<file path="src/hw/rtl/tcw_pkg.sv">
// Package of the text console writer: geometry, codes, request and result types.
`default_nettype none

package tcw_pkg;

    // Screen geometry.
    localparam int SCREEN_WIDTH  = 80;
    localparam int SCREEN_HEIGHT = 25;
    localparam int CELL_COUNT    = SCREEN_WIDTH * SCREEN_HEIGHT;

    // Field widths.
    localparam int ROW_W  = 5;
    localparam int COL_W  = 7;
    localparam int POS_W  = 11;
    localparam int ADDR_W = $clog2(CELL_COUNT);
    localparam int CHAR_W = 8;
    localparam int COLOR_W = 4;
    localparam int CELL_W = 2 * CHAR_W;

    // Character codes and attribute layout.
    localparam logic [CHAR_W-1:0] NULL_CODE    = 8'd0;
    localparam logic [CHAR_W-1:0] NEWLINE_CODE = 8'd10;
    localparam logic [CHAR_W-1:0] BLANK_CODE   = 8'd32;
    localparam int                BACK_SHIFT   = 4;

    // Operation codes.
    localparam logic OP_PUT  = 1'b0;
    localparam logic OP_READ = 1'b1;

    // One request item.
    typedef struct packed {
        logic               opcode;
        logic [CHAR_W-1:0]  char_code;
        logic [COLOR_W-1:0] fore_color;
        logic [COLOR_W-1:0] back_color;
        logic [ROW_W-1:0]   read_row;
        logic [COL_W-1:0]   read_col;
    } t_request;

    // One result item.
    typedef struct packed {
        logic [POS_W-1:0]  cursor_pos;
        logic [CHAR_W-1:0] cell_char;
        logic [CHAR_W-1:0] cell_attr;
    } t_result;

    // Controller states.
    typedef enum logic [2:0] {
        ST_CLEAR,
        ST_IDLE,
        ST_READ,
        ST_SCR_RD,
        ST_SCR_WR,
        ST_BLANK
    } t_state;

    // Commands from the controller to the datapath.
    typedef struct packed {
        logic accept;
        logic clr_step;
        logic scr_read;
        logic scr_write;
        logic blank_write;
        logic emit_read;
    } t_dp_cmd;

    // Status from the datapath to the controller.
    typedef struct packed {
        logic scroll_needed;
        logic idx_last_copy;
        logic idx_last;
    } t_dp_status;

endpackage

`default_nettype wire

</file>
<file path="src/hw/rtl/tcw_ctrl.sv">
// Controller state machine of the text console writer.
`default_nettype none

module tcw_ctrl
    import tcw_pkg::*;
(
    input  wire logic       i_clk,
    input  wire logic       i_rst_n,
    input  wire logic       start,
    input  wire logic       i_opcode,
    input  wire t_dp_status i_status,
    output t_dp_cmd         o_cmd,
    output logic            busy
);

    t_state r_state;
    t_state n_state;

    // State register; reset starts the clearing pass over the cell store.
    always_ff @(posedge i_clk) begin
        if (!i_rst_n) begin
            r_state <= ST_CLEAR;
        end else begin
            r_state <= n_state;
        end
    end

    // Next state and datapath commands.
    always_comb begin
        n_state = r_state;
        o_cmd   = '0;
        busy    = 1'b1;
        unique case (r_state)
            ST_CLEAR: begin
                o_cmd.clr_step = 1'b1;
                if (i_status.idx_last) begin
                    n_state = ST_IDLE;
                end
            end
            ST_IDLE: begin
                busy = 1'b0;
                if (start) begin
                    o_cmd.accept = 1'b1;
                    if (i_opcode == OP_READ) begin
                        n_state = ST_READ;
                    end else if (i_status.scroll_needed) begin
                        n_state = ST_SCR_RD;
                    end
                end
            end
            ST_READ: begin
                o_cmd.emit_read = 1'b1;
                n_state         = ST_IDLE;
            end
            ST_SCR_RD: begin
                o_cmd.scr_read = 1'b1;
                n_state        = ST_SCR_WR;
            end
            ST_SCR_WR: begin
                o_cmd.scr_write = 1'b1;
                n_state         = i_status.idx_last_copy ? ST_BLANK : ST_SCR_RD;
            end
            ST_BLANK: begin
                o_cmd.blank_write = 1'b1;
                if (i_status.idx_last) begin
                    n_state = ST_IDLE;
                end
            end
            default: begin
                n_state = ST_IDLE;
            end
        endcase
    end

endmodule

`default_nettype wire

</file>
<file path="config.mk">
export PLATFORM = sky130hd
export DESIGN_NAME = tcw_ctrl
export DESIGN_NICKNAME = d
export VERILOG_FILES = /design/src/hw/rtl/tcw_pkg.sv /design/src/hw/rtl/tcw_ctrl.sv
export SDC_FILE = /design/constraint.sdc
export NUM_CORES = 1
export LEC_CHECK = 0
export ABC_AREA = 0
export BUFFER_PORTS_ARGS = -buffer_cell sky130_fd_sc_hd__buf_4
export CAP_MARGIN = 5
export CORE_AREA = 3 3 40 42
export CTS_CLUSTER_DIAMETER = 120
export DETAILED_ROUTE_END_ITERATION = 6
export DIE_AREA = 0 0 43 45
export SYNTH_ARGS = -nofsm -noshare
export SYNTH_HDL_FRONTEND = slang
export SYNTH_SLANG_ARGS = --single-unit
</file>
<file path="constraint.sdc">
create_clock -name i_clk -period 1.4 [get_ports i_clk]
set_input_delay 0.14 -clock i_clk [delete_from_list [all_inputs] [get_ports i_clk]]
set_output_delay 0.14 -clock i_clk [all_outputs]
set_load 0.05 [all_outputs]
</file>
==> impl_results.md <==
- Share of power burned in registers: 29.3%
- Top reg by flops: r_state
- Top_reg_cell synth: dfxtp_1
- Sequential fraction of the synthesis area: between 20 and 30%
- Fmax: a little under 800 MHz
- Fillers: 149
- Final Cell Area: about 360 sq um
- Hold WC Path Type: input pin to flip-flop
- MaxCap Viol Count: 0
- FP Rows: 13
- Status: finished clean
- Setup_tns: 0 ps
- # setup viols final: 0
- Ys Warns: 0
- Largest net degree at the start of global routing: 11
- Via/cell ratio: roughly 4.1
- Switching part of the total: between 30% and 40%
- Area contributors post-synth: dfxtp_1 (29%), nor3b_1 (11%), nor2b_4 (6.6%), nor3b_2 (6.0%), a21oi_1 (4.8%)
- Antenna viol nets, final: 0
- Final Hold Viols: 0
- Unrepaired setup endpoints after global routing: no
- Synth area leader: dfxtp_1
- Pint: between 0.2 and 0.25 mW
- Global-route wire length before repair: 869 um
- Clk Latency, worst-skew pair: approximately 230 ps
- Leak pwr: around 0.17 nW
- Cells after Synth: 23
- PwrDens: between 900 and 1000 mW/mm^2
- Starting Density: 16.3%
- WL final: ~480 um
- Syn_nets: 30
- Die H: 45 um
- CP Class: flip-flop to output port
- Switch Pwr: 0.104 mW
- Vias: 223
- Pre-Repair DR Iteration Count: 1
- Gate power share: between 20% and 30%
- Clock buffer count from CTS: 3
- Inst Count DP: 50
- First-iteration detailed-routing DRC count: 0
- Crit Path Max Fanout: 8
- Layout Cells excl Fill: 54
- Crit share post-route: 92.8%
- Mapped cell area: 209 sq um
- Synth async-reset ratio: 0%
- Relative slew slack: between 80 and 90%
- Chip Width: 43 um
- CP required: 1260 ps
- Max Slew Vio Count: 0
- Syn-to-layout area delta: 72.5%
- Least-Margin Pin Slew: about 290 ps
- CP Data Arrival Time: about 1200 ps
- Clk pwr share: 43.7%
- Grt total ovfl: 0
- Register bit total from synthesis: 3
- Nets: 47
- Dpl cell area: around 330 sq um
- Number of port buffers: 13
- Yosys top cell area share: 28.7%
- Die area: 0.00194 sq mm
- GP Congestion: about 0.65
- Biggest regs: r_state: 3 flops
- Initial antenna violation count: 0
- CTS tree: yes
- Root Buffer: clkbuf_4
- Clock sink total: 3
- Number of synthesized flops with an enable pin: 0
- Antenna cells: 0
- Final Skew: ~1.0 ps
- Routed WL per cell: 8.80 um
- Htree depth: 1
- Placement Setup Slack: 215 ps
- Crit end category: output port
- Worst IR Drop VDD: around 0.00024 V
- Startpoint Class: flip-flop
- DRC errors left: 0
- Setup Buffers After CTS: 0
- Max FFs per register: 3
- Commonest cells in the synthesized netlist: dfxtp_1 (3), nor3b_1 (3), a21oi_1 (2)
- Synth cell types: 18
- Worst setup margin: approximately 100 ps
- IO Pins: 14
- Min Clock Period, post-route: between 1000 and 1500 ps
- Total global routing track utilization: between 6 and 7%
- Vias in the first global route: about 230
- Core area: 0.00128 sq mm
- Clock slew at reported path FFs: around 40 ps
- Syn Area/Cell: a little over 9 sq um
- Share of layout cells above drive strength 1: between 50% and 60%
- Utilization after layout: between 20% and 30%
- Clock tree buffer depth: 2
-- cell families after synthesis --
kind of cell | count (synthesis) | share of synthesized area (%)
buf+inv | 2 | 4.19
flops | 3 | 28.7
simple gates | 12 | 46.7
compound gates | 6 | 20.4
-- cell type report --
| cell class | count | area [sq um] | area share [%] |
|---|---|---|---|
| flip-flops and latches | 3 | 62.6 | 17.4 |
| well taps | 15 | 18.8 | 5.21 |
| clock buffers | 4 | 26.3 | 7.29 |
| inverters | 1 | 3.75 | 1.04 |
| repair buffers | 13 | 101 | 28.1 |
| multi-input cells | 18 | 148 | 41.0 |
-- metrics by stage --
step	hold WS [ps]	power (mW)
after floorplan	263	0.158
after global placement	380	0.191
after detailed placement	381	0.192
after CTS	137	0.349
after global routing	165	0.358
final	142	0.341
-- power groups by stage --
| stage | Combinational (mW) | Sequential (mW) | Clock, mW |
|---|---|---|---|
| after global placement | 0.0913 | 0.100 | 0 |
| final | 0.0920 | 0.0997 | 0.149 |
| after floorplan | 0.0618 | 0.0967 | 0 |
| after detailed placement | 0.0918 | 0.100 | 0 |
| after global routing | 0.0992 | 0.101 | 0.158 |
| after CTS | 0.0918 | 0.0997 | 0.158 |
-- timing repair --
action	4_1_cts	5_1_grt
setup endpoints to repair	2	2
resized for setup	1	2
gates cloned	0	0
pin swaps	0	0
hold buffers	0	0
-- cell usage in the layout, fill, tap and decap left out, types with 2 or more instances in the layout --
master,n
dfxtp_2,2
a21oi_1,2
buf_4,12
nor3b_1,2
clkbuf_4,3
nor3b_2,2
-- worst max-delay path, stage by stage, from the launching register on --
cell	delay, ps
dfxtp_2	390
nor2b_4	190
and2_4	160
buf_4	190
-- routing by layer --
metal	vias to the layer above	GRT usage, %	wire (um)
met5	-	0	0
met4	0	5.42	0
met3	0	4.38	63
met2	7	9.88	250
met1	100	5.30	161
li1	116	-	-
-- final timing paths --
path / from / cells after the start / slack (ps) / to
setup / recovery: r_state[0] / 3 / 100 / o_cmd[3]
hold / removal: i_rst_n / 2 / 140 / r_state[2]
setup reg to reg: r_state[1] / 3 / 350 / r_state[2]
hold reg to reg: r_state[2] / 2 / 600 / r_state[0]
No activity file was read; power rests on OpenSTA's default activity.
